File: config.mk
export PLATFORM = sky130hd
export DESIGN_NAME = cigar_reference_span_parser_core_flat
export DESIGN_NICKNAME = d
export VERILOG_FILES = /design/src/hw/rtl/csp_pkg.sv /design/src/hw/rtl/csp_char_if.sv /design/src/hw/rtl/csp_update.sv /design/src/hw/rtl/cigar_reference_span_parser_core.sv /design/src/flat_wrapper.sv
export SDC_FILE = /design/constraint.sdc
export NUM_CORES = 1
export LEC_CHECK = 0
export BUFFER_PORTS_ARGS = -buffer_cell sky130_fd_sc_hd__buf_2
export CAP_MARGIN = 5
export CORE_ASPECT_RATIO = 0.8
export CORE_UTILIZATION = 38
export CTS_CLUSTER_DIAMETER = 100
export DETAILED_ROUTE_END_ITERATION = 12
export GPL_ROUTABILITY_DRIVEN = 1
export PLACE_DENSITY = 0.68
export SLEW_MARGIN = 15
export SYNTH_ARGS = -nofsm -noshare
export SYNTH_HDL_FRONTEND = slang
export SYNTH_HIERARCHICAL = 1
export SYNTH_SLANG_ARGS = --single-unit
File: constraint.sdc
create_clock -name i_clk -period 4 [get_ports i_clk]
set_input_delay 0.2 -clock i_clk [delete_from_list [all_inputs] [get_ports i_clk]]
set_output_delay 0.2 -clock i_clk [all_outputs]
set_load 0.005 [all_outputs]
File: src/hw/rtl/csp_pkg.sv
// Shared types and character codes for the CIGAR reference span parser.
`default_nettype none

package csp_pkg;

    // Character codes used to classify the incoming stream.
    localparam logic [7:0] C_ZERO      = 8'd48;  // '0'
    localparam logic [7:0] C_NINE      = 8'd57;  // '9'
    localparam logic [7:0] C_INS_LO    = 8'd33;  // '!'
    localparam logic [7:0] C_INS_HI    = 8'd37;  // '%'
    localparam logic [7:0] C_MIS_LO    = 8'd38;  // '&'
    localparam logic [7:0] C_MIS_HI    = 8'd42;  // '*'
    localparam logic [7:0] C_UPPER_A   = 8'd65;  // 'A'
    localparam logic [7:0] C_UPPER_Z   = 8'd90;  // 'Z'
    localparam logic [7:0] C_LOWER_A   = 8'd97;  // 'a'
    localparam logic [7:0] C_LOWER_Z   = 8'd122; // 'z'
    localparam logic [7:0] C_BASE_A    = 8'd65;  // 'A'
    localparam logic [7:0] C_BASE_C    = 8'd67;  // 'C'
    localparam logic [7:0] C_BASE_G    = 8'd71;  // 'G'
    localparam logic [7:0] C_BASE_N    = 8'd78;  // 'N'
    localparam logic [7:0] C_BASE_T    = 8'd84;  // 'T'

    localparam int unsigned SPAN_W = 32;
    localparam logic [SPAN_W-1:0] SPAN_MAX = '1;

    // One character as held in the input register.
    typedef struct packed {
        logic [7:0] char_code;
        logic       last_char;
    } t_char;

    // One finished result.
    typedef struct packed {
        logic [SPAN_W-1:0] span_length;
        logic              saturated;
    } t_result;

endpackage

`default_nettype wire

File: src/hw/rtl/csp_char_if.sv
// Handshake interfaces for the character input and the span result channels.
`default_nettype none

interface csp_char_if;
    logic       valid;
    logic       ready;
    logic [7:0] char_code;
    logic       last_char;

    modport source (output valid, output char_code, output last_char, input ready);
    modport sink   (input valid, input char_code, input last_char, output ready);
endinterface

interface csp_span_if;
    logic        valid;
    logic        ready;
    logic [31:0] span_length;
    logic        saturated;

    modport source (output valid, output span_length, output saturated, input ready);
    modport sink   (input valid, input span_length, input saturated, output ready);
endinterface

`default_nettype wire

File: src/hw/rtl/csp_update.sv
// Parser state registers and the per-character update logic.
`default_nettype none

module csp_update
    import csp_pkg::*;
(
    input  wire logic    i_clk,
    input  wire logic    i_rst_n,
    input  wire logic    i_step,
    input  wire t_char   i_char,
    output t_result      o_result
);

    logic              r_seen_digit, n_seen_digit;
    logic [SPAN_W-1:0] r_run, n_run;
    logic [SPAN_W-1:0] r_span, n_span;
    logic [SPAN_W-1:0] r_kept, n_kept;
    logic              r_prev_digit, n_prev_digit;
    logic              r_ovf, n_ovf;

    logic              is_digit;
    logic              is_clip;
    logic              is_ins;
    logic              is_mis;
    logic              is_letter;
    logic [3:0]        digit_val;
    logic [SPAN_W+3:0] run_x10;
    logic [SPAN_W-1:0] add_op;
    logic [SPAN_W:0]   span_sum;

    // Classify the character.
    always_comb begin
        is_digit  = (i_char.char_code >= C_ZERO) && (i_char.char_code <= C_NINE);
        is_ins    = (i_char.char_code >= C_INS_LO) && (i_char.char_code <= C_INS_HI);
        is_mis    = (i_char.char_code >= C_MIS_LO) && (i_char.char_code <= C_MIS_HI);
        is_letter = ((i_char.char_code >= C_UPPER_A) && (i_char.char_code <= C_UPPER_Z))
                 || ((i_char.char_code >= C_LOWER_A) && (i_char.char_code <= C_LOWER_Z));
        is_clip   = (i_char.char_code == C_BASE_A) || (i_char.char_code == C_BASE_T)
                 || (i_char.char_code == C_BASE_G) || (i_char.char_code == C_BASE_C)
                 || (i_char.char_code == C_BASE_N);
        digit_val = 4'(i_char.char_code - C_ZERO);
    end

    // Decimal accumulation as x*8 + x*2 + digit, and the span addition.
    always_comb begin
        run_x10  = {1'b0, r_run, 3'b000} + {3'b000, r_run, 1'b0}
                 + {{(SPAN_W){1'b0}}, digit_val};
        add_op   = is_mis ? SPAN_W'(1) : r_run;
        span_sum = {1'b0, r_span} + {1'b0, add_op};
    end

    // Next state for one character.
    always_comb begin
        n_seen_digit = r_seen_digit;
        n_run        = r_run;
        n_span       = r_span;
        n_kept       = r_kept;
        n_prev_digit = r_prev_digit;
        n_ovf        = r_ovf;
        if (is_digit) begin
            if (run_x10[SPAN_W+3:SPAN_W] != 4'd0) begin
                n_run = SPAN_MAX;
                n_ovf = 1'b1;
            end else begin
                n_run = run_x10[SPAN_W-1:0];
            end
            n_seen_digit = 1'b1;
            n_prev_digit = 1'b1;
        end else if (r_seen_digit) begin
            if (is_ins || is_mis || is_letter) begin
                n_run = '0;
                if (span_sum[SPAN_W]) begin
                    n_span = SPAN_MAX;
                    n_ovf  = 1'b1;
                end else begin
                    n_span = span_sum[SPAN_W-1:0];
                end
            end
            // A clip base right after a digit closes the counted region there.
            if (!is_clip) begin
                n_kept = n_span;
            end else if (r_prev_digit) begin
                n_kept = r_span;
            end
            n_prev_digit = 1'b0;
        end
    end

    assign o_result.span_length = n_kept;
    assign o_result.saturated   = n_ovf;

    // State update; the last character of a string clears everything.
    always_ff @(posedge i_clk) begin
        if (!i_rst_n) begin
            r_seen_digit <= 1'b0;
            r_run        <= '0;
            r_span       <= '0;
            r_kept       <= '0;
            r_prev_digit <= 1'b0;
            r_ovf        <= 1'b0;
        end else if (i_step) begin
            if (i_char.last_char) begin
                r_seen_digit <= 1'b0;
                r_run        <= '0;
                r_span       <= '0;
                r_kept       <= '0;
                r_prev_digit <= 1'b0;
                r_ovf        <= 1'b0;
            end else begin
                r_seen_digit <= n_seen_digit;
                r_run        <= n_run;
                r_span       <= n_span;
                r_kept       <= n_kept;
                r_prev_digit <= n_prev_digit;
                r_ovf        <= n_ovf;
            end
        end
    end

endmodule

`default_nettype wire

File: src/hw/rtl/cigar_reference_span_parser_core.sv
// Top level of the CIGAR reference span parser: input register, update and result register.
//
//   Channel   Dir   Word                          Handshake
//   i_char    in    char_code[7:0], last_char     valid/ready
//   o_span    out   span_length[31:0], saturated  valid/ready
//
// One character is taken per cycle unless a held last character waits on a blocked result.
// A character passes the input register and then updates the parser state; a last
// character also loads the result register.
// Reset clears the state and both valid flags. A stalled result holds the last character
// in the input register; other characters keep flowing past a waiting result.
`default_nettype none

module cigar_reference_span_parser_core
    import csp_pkg::*;
(
    input  wire logic  i_clk,
    input  wire logic  i_rst_n,
    csp_char_if.sink   i_char,
    csp_span_if.source o_span
);

    logic    r_in_valid;
    t_char   r_in;
    logic    r_out_valid;
    t_result r_out;

    logic    out_free;
    logic    advance;
    t_char   in_word;
    t_result result;

    // The input stage moves on unless it holds a last character and the result is blocked.
    assign out_free      = !r_out_valid || o_span.ready;
    assign advance       = !r_in_valid || !r_in.last_char || out_free;
    assign i_char.ready  = advance;
    assign in_word.char_code = i_char.char_code;
    assign in_word.last_char = i_char.last_char;

    // Input register.
    always_ff @(posedge i_clk) begin
        if (!i_rst_n) begin
            r_in_valid <= 1'b0;
        end else if (advance) begin
            r_in_valid <= i_char.valid;
        end
        if (advance && i_char.valid) begin
            r_in <= in_word;
        end
    end

    csp_update u_update (
        .i_clk    (i_clk),
        .i_rst_n  (i_rst_n),
        .i_step   (r_in_valid && advance),
        .i_char   (r_in),
        .o_result (result)
    );

    // Result register.
    always_ff @(posedge i_clk) begin
        if (!i_rst_n) begin
            r_out_valid <= 1'b0;
        end else if (r_in_valid && r_in.last_char && out_free) begin
            r_out_valid <= 1'b1;
        end else if (o_span.ready) begin
            r_out_valid <= 1'b0;
        end
        if (r_in_valid && r_in.last_char && out_free) begin
            r_out <= result;
        end
    end

    assign o_span.valid       = r_out_valid;
    assign o_span.span_length = r_out.span_length;
    assign o_span.saturated   = r_out.saturated;

    // A last character leaving the input stage always yields a result word.
    a_last_gives_result: assert property (@(posedge i_clk) disable iff (!i_rst_n)
        r_in_valid && r_in.last_char && advance |=> o_span.valid)
        else $error("last character did not produce a result");

    // Input is refused only while a result waits and a last character is held.
    a_stall_cause: assert property (@(posedge i_clk) disable iff (!i_rst_n)
        !i_char.ready |-> o_span.valid && !o_span.ready && r_in_valid && r_in.last_char)
        else $error("input stalled without a blocked result");

    // Reset leaves no result pending.
    a_reset_clears: assert property (@(posedge i_clk)
        !i_rst_n |=> !o_span.valid)
        else $error("result valid after reset");

endmodule

`default_nettype wire
File: src/flat_wrapper.sv
// flat-port wrapper written by rule: the top's interface ports become plain ports
module cigar_reference_span_parser_core_flat import csp_pkg::*;
  (i_clk, i_rst_n, i_char_valid, i_char_char_code, i_char_last_char, i_char_ready, o_span_valid, o_span_span_length, o_span_saturated, o_span_ready);
  csp_char_if i_char_i ();
  csp_span_if o_span_i ();
  input  wire logic i_clk;
  input  wire logic i_rst_n;
  input wire logic [$bits(i_char_i.valid)-1:0] i_char_valid;
  input wire logic [$bits(i_char_i.char_code)-1:0] i_char_char_code;
  input wire logic [$bits(i_char_i.last_char)-1:0] i_char_last_char;
  output wire logic [$bits(i_char_i.ready)-1:0] i_char_ready;
  output wire logic [$bits(o_span_i.valid)-1:0] o_span_valid;
  output wire logic [$bits(o_span_i.span_length)-1:0] o_span_span_length;
  output wire logic [$bits(o_span_i.saturated)-1:0] o_span_saturated;
  input wire logic [$bits(o_span_i.ready)-1:0] o_span_ready;
  assign i_char_i.valid = i_char_valid;
  assign i_char_i.char_code = i_char_char_code;
  assign i_char_i.last_char = i_char_last_char;
  assign i_char_ready = i_char_i.ready;
  assign o_span_valid = o_span_i.valid;
  assign o_span_span_length = o_span_i.span_length;
  assign o_span_saturated = o_span_i.saturated;
  assign o_span_i.ready = o_span_ready;
  cigar_reference_span_parser_core u_core (.i_clk(i_clk), .i_rst_n(i_rst_n), .i_char(i_char_i), .o_span(o_span_i));
endmodule
==> After elaboration in Yosys (flattened, before gate mapping) <==
Cells that the tools add are included.
{ "totals": {"romBits": 0, "latch_bits": 0, "ramBits": 0, "inputBits": 13, "memories": 0, "register_bits": 143, "elab_cells": 93} }
{ "classes": {"shifts": 0, "n_eq_ne": 6, "bitwise": 0, "div": 0, "n_mux": 29, "n_mul": 0, "addsub": 4, "n_reduce_logical": 32, "n_lt_le_gt_ge": 10} }
{ "ops": {"columns": ["op", "n"], "rows": [
  ["2-to-1 mux 32 bit", 16],
  ["equality test 8 x 7 -> 1 bit, second input constant", 5],
  ["adder 35 x 33 -> 36 bit", 1],
  ["adder 36 x 4 -> 36 bit", 1],
  ["adder 32 x 32 -> 33 bit", 1],
  ["greater-or-equal comparator 8 x 6 -> 1 bit, second input constant", 3],
  ["less-or-equal comparator 8 x 6 -> 1 bit, second input constant", 3],
  ["greater-or-equal comparator 8 x 7 -> 1 bit, second input constant", 2],
  ["less-or-equal comparator 8 x 7 -> 1 bit, second input constant", 2],
  ["2-to-1 mux 1 bit", 13],
  ["logical OR 1 bit", 10],
  ["logical AND 1 bit", 9],
  ["AND reduction 3 bit", 2],
  ["nonzero test 2 bit", 3],
  ["nonzero test 3 bit", 2],
  ["AND reduction 2 bit", 2],
  ["nonzero test 4 bit", 1],
  ["subtractor 4 x 1 -> 4 bit, second input constant", 1],
  ["logical NOT 1 bit", 3],
  ["inequality test 2 x 1 -> 1 bit, second input constant", 1]
]} }

==> Depth between registers and ports, before layout <==
Gate-level depths: netlist of the first run.
{ "depth": {"ltp_word": 10, "ltp_mapped": 17} }

==> Modules after synthesis <==
Netlist of the first run, hierarchy kept.
{ "modules_own_cells": {"columns": ["module", "n_inst", "seq_area_each_um2", "cells_each", "area_each_um2"], "rows": [
  ["csp_update", 1, 1981.9, 1173, 9069.9],
  ["cigar_reference_span_parser_core", 1, 1301.2, 54, 1378.8]
]} }

==> Worst setup path after synthesis of the first run <==
No wires, ideal clock.
{ "synth_timing": {"path_kind": "reg-to-reg", "startpoint": "register u_core/r_in[3] in the netlist's numbering", "endpoint": "register u_core.r_out (netlist bit u_core/o_span.span_length[12]) (data pin)", "required_time_ns": 3.746, "stages_incl_launch_ff": 18, "setup_slack_ns": -0.117, "synth_period_minus_slack_ns": 4.117, "arrival_ns": 3.863, "path_buffers": 2, "path_cell_list": "edfxtp_1 -> nor2b_1 -> a22oi_1 -> nor3b_2 -> clkbuf_1 -> or2_2 -> ha_1 -> fa_1 -> a21o_1 -> a221oi_4 -> o211ai_2 -> and4_4 -> o31a_4 -> nor3_2 -> buf_4 -> a21oi_1 -> a21o_1 -> a21o_1"} }
{ "synth_lines": {"columns": ["element", "line", "source"], "rows": [
  ["start, declared", "cigar_reference_span_parser_core.sv:24", "t_char r_in;"],
  ["start signal, assigned", "cigar_reference_span_parser_core.sv:48", "r_in <= in_word;"],
  ["end signal, assigned", "cigar_reference_span_parser_core.sv:70", "r_out <= result;"],
  ["end, declared", "cigar_reference_span_parser_core.sv:26", "t_result r_out;"]
]} }

==> reports/metrics.cfg, run 1 <==
[worst_hold_path]
hold_path_depth=3
min_to=u_core/r_in_valid
worstHoldStart=i_char_valid
hold_class=in2reg

[synthesis]
synth_area_mm2=0.01045
synth_edf_count=42
netlist_instances=1227
synthesis.area_per_instance_um2=8.516
yosysWarnings=6
ys.flop_type=dfxtp_1
yosysUniqueCellTypes=89
ys_seq_elements=143
ys_async_sr_fraction=0
yosysSeqAreaShare=0.3142
synth.net_count=1338

[floorplan]
dieArea_mm2=0.02817
rows=53
start_util=0.3920
core-area_mm2=0.02666
fp.dieW_um=187.4
dieHeight_um=150.3
pin_count=48

[layout]
antenna_cells=0
final_cell_mix=nand2_1, dfxtp_1, ha_1
area_growth_pct=19.96
mostFrequentLayoutCell=nand2_1
final_area_mm2=0.01253
nets=1434
drive_gt1_frac=0.1751

[status]
status=finished, violations left
failed_checks=setup timing

[sta]
skew_ns=0.009883
max_slew_margin=0.4179
hold_ws_ns=0.02713
rsz0062_at_grt=true
slew_viol_final=0
final_hold_viol_count=0
finalCritPeriodShare=1.006
setup_viol=4
period_needed_ns=4.022
fmax_ghz=0.2486
fin_ws_ns=-0.02249
tightest_slew_ns=0.8699

[clock_network]
cts_tree=done
cts_buffers=17
clkTransAtPathRegs_ns=0.06
cts.sinks=143
cts_max_level=4
clockBufferDepth=2
worstSkewPairLatency_ns=0.42
clock-root-buffer=clkbuf_16

[drt]
drc=0
wl_um=32480
drt_iter0_drc=1032
first_pass_iters=6
ant_nets=0
vias=10050
avgRoutedWirePerCell_um=19.18
vias_per_cell=5.937

[placed_design]
placed_area_mm2=0.01137
dpl.hpwl_um=23150
portBuffers=47
preCtsSetupSlack_ns=-0.07742
place_congestion=0.9489

[grt]
grt.overflow.total=0
grt_max_degree=43
grt_pass1_wl_um=49400
grt_pass1_vias=9106
antenna_found_initial=0
grt_usage=0.2210

[worst_setup_path]
r2r_slack_ns=-0.02
critPathMaxStageDelay_ns=0.43
crit_slowest_cell=edfxtp_1
path_common_cell=o22a_1
crit_fanout=13
reg2reg_depth=16
cp.arrival_ns=4.20
required_ns=4.18
path_cells=buf_6, nor2b_4, a22oi_2, nor3b_4, buf_12, nor2b_1, ha_1, a21o_1, a221oi_4, o211ai_2, and4_4, o31a_4, nor3_4, nand2_1, o22a_1, o22a_1
worstSetupPathType=reg2reg
r2r_start=u_core/r_in[4]
cp-end-kind=flip-flop
start_kind=flip-flop
r2r-end=u_core/o_span.span_length[27]

[pwr]
leakagePower_nw=5.478
p_per_area_mw_per_mm2=270.6
vdd.ir_drop.worst_uv=313.0

[flow_run]
maxCapViolations=0

==> per-stage QoR <==
step	utilization	setup TNS (ns)	total power (W)	instances
after global placement	0.4266	0	0.001718	1632
after detailed placement	0.4266	-0.4169	0.001720	1632
after floorplan	-	0	0.001648	1227
after CTS	0.4535	-0.04673	0.003381	1673
after global routing	0.4702	-3.672	0.003478	1693
final	0.4702	-0.03890	0.003392	1693
==> critical path: cells and delay by family, from the launching register on <==
family                     cells  cell delay, ns
DFF                            1            0.43
AOI/OAI and AO/OA              7            1.56
buffers and inverters          2            0.33
adders and majority gates      1            0.33
and+or+nand+nor                6            1.11
==> layout make-up <==
class | count | area (um2)
fill | 2539 | 14120
multi-input combinational | 998 | 7024
sequential | 143 | 3283
timing repair buffer | 139 | 1075
clock buffer | 20 | 456.7
tap | 357 | 446.7
clock inverter | 12 | 158.9
inverter | 24 | 90.09
==> cell families after synthesis <==
logic type	synth area share
flops	0.3142
fa+ha+maj	0.1195
xor+xnor	0.04610
mux	0.002514
simple gates	0.1783
compound gates	0.3024
buf+inv	0.03700
==> registers in the layout, summed over array words and instances, names as in the netlist <==
name / count
u_core/u_update/r_span: 32
u_core/o_span.valid: 1
u_core/u_update/r_kept: 32
u_core/o_span.span_length: 32
u_core/o_span.saturated: 1
u_core/r_in: 9
u_core/u_update/r_seen_digit: 1
u_core/u_update/r_run: 32
u_core/u_update/r_ovf: 1
u_core/u_update/r_prev_digit: 1
u_core/r_in_valid: 1
==> synthesized netlist by cell type, types with 12 or more instances <==
cell type | instances | area, um2
a21boi_0 | 20 | 150.1
a21boi_1 | 25 | 187.7
a21o_1 | 37 | 277.8
a21oi_1 | 94 | 470.5
a22o_1 | 22 | 192.7
a31oi_1 | 19 | 118.9
and2_1 | 25 | 156.4
clkbuf_1 | 51 | 191.4
dfxtp_1 | 101 | 2022
edfxtp_1 | 42 | 1261
ha_1 | 95 | 1189
inv_1 | 24 | 90.09
nand2_1 | 137 | 514.2
nand3_1 | 22 | 110.1
nand4_1 | 13 | 81.33
nor2_1 | 79 | 296.5
nor2b_1 | 43 | 269.0
nor3_1 | 16 | 80.08
o211ai_1 | 13 | 97.59
o21a_1 | 12 | 90.09
o21ai_0 | 79 | 395.4
o21bai_1 | 12 | 90.09
o221ai_1 | 16 | 140.1
o22ai_1 | 15 | 93.84
o31ai_1 | 19 | 142.6
xnor2_1 | 32 | 280.3
xor2_1 | 23 | 201.4
==> metal layers <==
metal	part of all wire	vias to the layer above	track usage
li1	-	4771	-
met2	0.42	434	0.3374
met3	0.080	46	0.04359
met4	0.016	0	0.05163
met1	0.48	4800	0.3188
met5	0	-	0
==> worst max-delay path by stage <==
stage              startpoint                            end  slack, ns  cells past startpoint
6_report       u_core/r_in[4]  u_core/o_span.span_length[27]      -0.02                     16
5_1_grt        u_core/r_in[4]  u_core/o_span.span_length[27]      -0.20                     16
4_1_cts        u_core/r_in[3]  u_core/o_span.span_length[18]      -0.02                     16
3_5_place_dp   u_core/r_in[4]  u_core/o_span.span_length[18]      -0.08                     16
3_3_place_gp   u_core/r_in[3]   u_core/o_span.span_length[3]     0.0005                     16
2_1_floorplan  u_core/r_in[3]  u_core/o_span.span_length[12]      0.008                     17
==> where the power goes <==
group	internal, W	total (W)	switching, W
clock network	0.00102	0.00167	0.000653
registers	0.00151	0.00152	0.00000949
logic	0.0000764	0.000205	0.000128
==> what timing repair did <==
action                     4_1_cts  5_1_grt
hold endpoints to repair         9        0
pin swaps                        0       22
gates resized for setup          4       52
setup endpoints to repair       25      106
gates cloned                     0        4
hold buffers                     9        0
setup buffers                    0       17
(Power assumes the default switching activity.)
==> inputs of run 2 (changes only) <==
--- a/config.mk
+++ b/config.mk
@@ -5,14 +5,14 @@
 export SDC_FILE = /design/constraint.sdc
 export NUM_CORES = 1
 export LEC_CHECK = 0
-export BUFFER_PORTS_ARGS = -buffer_cell sky130_fd_sc_hd__buf_2
 export CAP_MARGIN = 5
-export CORE_ASPECT_RATIO = 0.8
+export CORE_ASPECT_RATIO = 1.1
 export CORE_UTILIZATION = 38
 export CTS_CLUSTER_DIAMETER = 100
 export DETAILED_ROUTE_END_ITERATION = 12
+export DONT_BUFFER_PORTS = 1
 export GPL_ROUTABILITY_DRIVEN = 1
-export PLACE_DENSITY = 0.68
+export PLACE_DENSITY = 0.66
 export SLEW_MARGIN = 15
 export SYNTH_ARGS = -nofsm -noshare
 export SYNTH_HDL_FRONTEND = slang
==> reports/metrics.cfg, run 2 (synthesis results as in run 1) <==
[status]
status=finished, violations left
failed_checks=setup timing

[sta]
finalCritPeriodShare=1.005  ; about the same
fin_ws_ns=-0.01977  ; +0.002719 ns
final_hold_viol_count=0  ; unchanged
max_slew_margin=0.3759  ; -0.04200
fmax_ghz=0.2488  ; about the same
hold_ws_ns=0.02541  ; -0.001721 ns
rsz0062_at_grt=true
period_needed_ns=4.020  ; -0.002719 ns
skew_ns=0.01134  ; +0.001459 ns
slew_viol_final=0  ; unchanged
tightest_slew_ns=0.9327  ; +0.06276 ns
setup_viol=2  ; -2

[layout]
nets=1392  ; -2.9%
seq_area_mm2=0.003283  ; unchanged
drive_gt1_frac=0.1569  ; -0.01827
final_area_mm2=0.01250  ; -0.27%
fillers=2558  ; +0.75%
final_cell_mix=nand2_1, dfxtp_1, ha_1
mostFrequentLayoutCell=nand2_1
antenna_cells=0  ; unchanged
final_cells=1651  ; -2.5%
area_growth_pct=19.64
multi_input_area_mm2=0.007131  ; +1.5%

[drt]
first_pass_iters=5  ; -1
routed-wl-met3_um=1607  ; -38%
wl_um=30900  ; -4.8%
drt_iter0_drc=871  ; -16%
wl_met2_um=14800  ; +7.7%
vias_per_cell=5.947  ; +0.17%
vias=9818  ; -2.3%
ant_nets=0  ; unchanged
drc=0  ; unchanged
highest_layer=met4
drt-met1-wl_um=13560  ; -13%
avgRoutedWirePerCell_um=18.72  ; -2.4%

[worst_setup_path]
crit_slowest_cell=edfxtp_1
r2r_start=u_core/r_in[2]
r2r_slack_ns=-0.02  ; about the same
reg2reg_depth=16  ; unchanged
r2r-end=u_core/o_span.span_length[12]
cp.arrival_ns=4.21  ; about the same
crit_path_end=u_core/o_span.span_length[12]
crit_fanout=14  ; +1
critPathMaxStageDelay_ns=0.45  ; +0.02 ns
start_kind=flip-flop
path_common_cell=a21o_1
cp-end-kind=flip-flop
path_cells=a21oi_2, a22oi_2, nor3b_4, buf_12, nor2b_1, ha_1, a21o_1, a221oi_4, o211ai_2, and4_4, o31a_4, nor3_4, buf_6, a21oi_1, a21o_1, a21o_1
startpoint=u_core/r_in[2]
worstSetupPathType=reg2reg
required_ns=4.19  ; about the same

[grt]
grt_pass1_wl_um=48000  ; -2.8%
antenna_found_initial=0  ; unchanged
grt.overflow.total=0  ; unchanged
grt_pass1_vias=9238  ; +1.4%
grt_max_degree=68  ; +58%
grt_usage=0.2105  ; -0.01049

[clock_network]
clockBufferDepth=2  ; unchanged
clock-root-buffer=clkbuf_16
cts_max_level=4  ; unchanged
cts_buffers=17  ; unchanged
clkTransAtPathRegs_ns=0.06  ; about the same
worstSkewPairLatency_ns=0.43  ; about the same
cts.sinks=143  ; unchanged
cts_tree=done

[pwr]
combPwrFrac=0.057  ; -0.003
sw_frac_of_total=0.2329  ; -0.0002676
power_w=0.003444  ; +1.5%
switchingPower_w=0.0008019  ; +1.4%
leakagePower_nw=5.351  ; -2.3%
p_clk_frac=0.503  ; +0.010
seqPwrFrac=0.441  ; -0.006
p_per_area_mw_per_mm2=275.5  ; +1.8%
vdd.ir_drop.worst_uv=341.8  ; +9.2%
power.internal_w=0.002642  ; +1.6%

[placed_design]
portBuffers=0  ; -100%
place_congestion=0.9017  ; -5.0%
dpl.hpwl_um=21880  ; -5.5%
dp_cells=1583  ; -3.0%
placed_area_mm2=0.01111  ; -2.3%

[floorplan]
fp.dieW_um=160.1  ; -15%
start_util=0.3876  ; -0.004366
core-area_mm2=0.02696  ; +1.1%
dieArea_mm2=0.02816  ; about the same
dieHeight_um=175.9  ; +17%
rows=63  ; +19%
pin_count=48  ; unchanged

[worst_hold_path]
hold_class=in2reg

[flow_run]
maxCapViolations=0  ; unchanged

## run 2: how the worst min path moves through the flow
stage	startpoint	endpoint	slack, ns	cells past startpoint
2_1_floorplan	i_char_last_char	u_core/r_in[0]	0.30	0
3_3_place_gp	i_char_char_code[5]	u_core/r_in[6]	0.30	0
3_5_place_dp	i_char_char_code[7]	u_core/r_in[8]	0.30	0
4_1_cts	i_rst_n	u_core/u_update/r_span[18]	0.02	3
5_1_grt	i_rst_n	u_core/u_update/r_span[18]	0.04	3
6_report	i_rst_n	u_core/u_update/r_span[18]	0.03	3
## run 2: critical path, delay by kind of cell (launching register included)
kind | cells | cell delay [ns]
simple gates | 4 | 0.85
buf+inv | 2 | 0.34
fa+ha+maj | 1 | 0.34
flops | 1 | 0.45
compound gates | 9 | 1.80
## run 2: per-stage QoR
stage	setup WS (ns)	util	setup TNS [ns]
global placement	-0.07951	0.4121	-0.07951
floorplan	0.008157	-	0
finish	-0.01977	0.4637	-0.02446
global route	-0.1366	0.4637	-1.960
CTS	0.006016	0.4420	0
detailed placement	-0.1461	0.4121	-1.299
## run 2: layout make-up
class | instances | area share
inverters | 24 | 0.007207
repair buffers | 97 | 0.07347
well taps | 357 | 0.03573
flip-flops and latches | 143 | 0.2626
clock buffers | 18 | 0.03433
clock inverters | 14 | 0.01621
multi-input cells | 998 | 0.5704
## run 2: power by group through the flow
stage	clock network [W]	logic, W	registers (W)
after CTS	0.00174	0.000163	0.00152
final	0.00173	0.000195	0.00152
after detailed placement	0	0.000139	0.00155
after floorplan	0	0.0000985	0.00155
after global routing	0.00181	0.000205	0.00152
after global placement	0	0.000137	0.00155
## run 2: repair_timing
action                                 4_1_cts  5_1_grt
endpoints found under the hold margin       76        0
gates resized for setup                      5       69
cloned                                       0        6
hold buffers                                13        0
setup buffers                                0       18
setup endpoints to repair                   35      104
pin swaps                                    0       25
## run 2: routing by layer
metal / up-vias / GRT usage
met2: 377 / 0.3514
li1: 4699 / -
met3: 60 / 0.03117
met4: 0 / 0.08016
met5: - / 0
met1: 4682 / 0.2733
==> inputs of run 3 (changes only) <==
--- a/config.mk
+++ b/config.mk
@@ -5,6 +5,7 @@
 export SDC_FILE = /design/constraint.sdc
 export NUM_CORES = 1
 export LEC_CHECK = 0
+export ABC_AREA = 1
 export CAP_MARGIN = 5
 export CORE_ASPECT_RATIO = 1.1
 export CORE_UTILIZATION = 38
@@ -13,8 +14,10 @@
 export DONT_BUFFER_PORTS = 1
 export GPL_ROUTABILITY_DRIVEN = 1
 export PLACE_DENSITY = 0.66
+export SETUP_SLACK_MARGIN = 0.2
 export SLEW_MARGIN = 15
 export SYNTH_ARGS = -nofsm -noshare
 export SYNTH_HDL_FRONTEND = slang
 export SYNTH_HIERARCHICAL = 1
 export SYNTH_SLANG_ARGS = --single-unit
+export TNS_END_PERCENT = 1
==> reports/metrics.cfg, run 3 <==
[status]
status=complete, no violations

[pwr]
power.internal_w=0.002621  ; -0.79%
seqPwrFrac=0.443  ; +0.002
combPwrFrac=0.061  ; +0.004
power_w=0.003419  ; -0.71%
leakagePower_nw=6.951  ; +30%
sw_frac_of_total=0.2334  ; +0.0005746
vdd.ir_drop.worst_uv=205.9  ; -40%
switchingPower_w=0.0007981  ; -0.47%
p_clk_frac=0.496  ; -0.007
p_per_area_mw_per_mm2=254.5  ; -7.6%

[layout]
final_cell_mix=nand2_1, inv_1, a21oi_1
drive_gt1_frac=0.07311  ; -0.08377
nets=2054  ; +48%
mostFrequentLayoutCell=nand2_1
antenna_cells=0  ; unchanged
fillers=3355  ; +31%
final_cells=2376  ; +44%
area_growth_pct=9.140

[drt]
ant_nets=0  ; unchanged
vias=11810  ; +20%
vias_per_cell=4.972  ; -16%
avgRoutedWirePerCell_um=14.68  ; -22%
drt_iter0_drc=909  ; +4.4%
wl_um=34880  ; +13%
first_pass_iters=6  ; +1
drc=0  ; unchanged

[synthesis]
synth_area_mm2=0.01231  ; +18%
synthesis.area_per_instance_um2=6.321  ; -26%
ys_async_sr_fraction=0  ; unchanged
yosysWarnings=6  ; unchanged
ys_seq_elements=143  ; unchanged
ys.flop_type=dfxtp_1
netlist_instances=1947  ; +59%
post-synth-top-count-cell=nand2_1
synth.net_count=2058  ; +54%
synth_common_cells=nand2_1, inv_1, a21oi_1
synth_largest_area_cell=nand2_1
yosysSeqAreaShare=0.2668  ; -0.04744
ys_top_cells_by_area=nand2_1, dfxtp_1, edfxtp_1, ha_1, inv_1
yosysUniqueCellTypes=54  ; -39%
yosys.area.top_type_share=0.2291  ; +0.03555
synth_edf_count=42  ; unchanged

[sta]
tns_ns=0  ; +0.02446 ns
tightest_slew_ns=0.9975  ; +0.06480 ns
skew_ns=0.009873  ; -0.001469 ns
setup_viol=0  ; -2
final_hold_viol_count=0  ; unchanged
hold_ws_ns=0.02545  ; +0.00004160 ns
max_slew_margin=0.3334  ; -0.04248
fin_ws_ns=0.2900  ; +0.3098 ns
finalCritPeriodShare=0.9275  ; -0.07745
period_needed_ns=3.710  ; -0.3098 ns
fmax_ghz=0.2695  ; +8.4%
slew_viol_final=0  ; unchanged
rsz0062_at_grt=true

[worst_setup_path]
path_cells=buf_4, fa_1, fa_1, nand2_1, nand2_1, nand3b_1, nand2_1, nand2_1, nand2_1, nand2_1, nand2_1, nand2_1, nand2_1, nor2_1, nand2_2, buf_4, o21ai_0, a21oi_1
required_ns=4.30  ; +0.11 ns
startpoint=u_core/r_in[4]
critPathTopFamily=simple AND/OR/NAND/NOR gates
cp-end-kind=flip-flop
critPathMaxStageDelay_ns=0.58  ; +0.13 ns
crit_fanout=20  ; +6
crit_buf_inv=2  ; unchanged
cp.arrival_ns=4.01  ; -0.20 ns
r2r-end=u_core/u_update/r_run[4]
r2r_start=u_core/r_in[4]
start_kind=flip-flop
worstSetupPathType=reg2reg
crit_slowest_cell=fa_1
path_common_cell=nand2_1
reg2reg_depth=18  ; +2
r2r_slack_ns=0.29  ; +0.31 ns

[clock_network]
clockBufferDepth=2  ; unchanged
clock-root-buffer=clkbuf_16
cts_tree=done
worstSkewPairLatency_ns=0.43  ; about the same
cts.sinks=143  ; unchanged
cts_buffers=17  ; unchanged
clkTransAtPathRegs_ns=0.06  ; about the same
cts_max_level=4  ; unchanged

[floorplan]
dieArea_mm2=0.03311  ; +18%
pin_count=48  ; unchanged
dieHeight_um=190.7  ; +8.4%
fp.dieW_um=173.6  ; +8.4%
start_util=0.3888  ; +0.001247
core-area_mm2=0.03165  ; +17%
rows=68  ; +7.9%

[grt]
grt.overflow.total=0  ; unchanged
grt_pass1_vias=11040  ; +19%
antenna_found_initial=0  ; unchanged
grt_usage=0.2129  ; +0.002469
grt_pass1_wl_um=56320  ; +17%
grt_max_degree=57  ; -16%

[placed_design]
preCtsSetupSlack_ns=0.1860  ; +0.3321 ns
dpl.hpwl_um=26400  ; +21%
place_congestion=0.9500  ; +5.4%
portBuffers=0  ; unchanged
dp_cells=2325  ; +47%

[worst_hold_path]
hold_path_depth=2  ; -1
hold_class=in2reg
worstHoldStart=i_rst_n
min_to=u_core/u_update/r_kept[26]

[flow_run]
maxCapViolations=0  ; unchanged

[run 3: cell types whose count changed after synthesis, moves of 22 or more]
cell,delta
nor2_1,+28
nor2b_1,-43
nand3_1,+36
a21boi_1,-25
a22o_1,-22
a21oi_1,+42
a21o_1,-34
clkbuf_1,-25
inv_1,+266
nand2_1,+614
[run 3: cell type report]
cell class | instances | area, um2 | share of cell area
tap | 420 | 525.5 | 0.03912
clock inverter | 10 | 161.4 | 0.01202
timing repair buffer | 30 | 255.2 | 0.01900
multi-input combinational | 1448 | 7607 | 0.5664
clock buffer | 22 | 454.2 | 0.03381
inverter | 303 | 1145 | 0.08524
sequential | 143 | 3283 | 0.2444
[run 3: through the flow]
| step | area [um2] | util |
|---|---|---|
| finish | 13430 | 0.4244 |
| global route | 13430 | 0.4244 |
| CTS | 13340 | 0.4215 |
| detailed placement | 12580 | 0.3974 |
| global placement | 12580 | 0.3974 |
| floorplan | 12310 | - |
[run 3: metal layers]
layer  global-route usage  up-vias  wire [um]
li1                     -     6113          -
met1               0.2713     5366      16070
met2               0.3682      284      16540
met3              0.02612       50       1349
met4              0.07794        0        920
met5                    0        -          0
[run 3: timing repair]
action,CTS,global route
gates cloned,1,2
hold buffers,12,0
hold endpoints to repair,11,0
resized for setup,2,8
buffers inserted,0,4
endpoints found under the setup margin,10,73
pin swaps,1,2
[run 3: cell families after synthesis]
kind of cell | synth area share
buffers and inverters | 0.1229
adders and majority gates | 0.1015
DFF | 0.2668
AOI/OAI and AO/OA | 0.1187
xor gates and xnor gates | 0.02918
and+or+nand+nor | 0.3463
muxes | 0.01464
[run 3: worst reg2reg max path: stages, from the launching register on]
cell	delay (ns)
edfxtp_1	0.51
buf_4	0.20
fa_1	0.58
fa_1	0.50
nand2_1	0.08
nand2_1	0.09
nand3b_1	0.09
nand2_1	0.12
nand2_1	0.10
nand2_1	0.15
nand2_1	0.16
nand2_1	0.07
nand2_1	0.06
nand2_1	0.04
nor2_1	0.10
nand2_2	0.18
buf_4	0.26
o21ai_0	0.19
a21oi_1	0.09
[run 3: worst max path at each step]
stage	end	slack, ns	cells after the start
global route	u_core/u_update/r_run[14]	0.13	18
detailed placement	u_core/u_update/r_kept[19]	0.19	21
finish	u_core/u_update/r_run[4]	0.29	18
CTS	u_core/u_update/r_kept[13]	0.27	24
floorplan	u_core/o_span.span_length[31]	0.75	23
global placement	u_core/u_update/r_kept[21]	0.28	19
[run 3: power groups by stage]
stage / Clock (W) / Sequential (W) / Combinational (W)
2_1_floorplan: 0 / 0.00154 / 0.000154
3_3_place_gp: 0 / 0.00155 / 0.000182
3_5_place_dp: 0 / 0.00155 / 0.000185
4_1_cts: 0.00172 / 0.00151 / 0.000200
5_1_grt: 0.00179 / 0.00152 / 0.000230
6_report: 0.00170 / 0.00151 / 0.000207
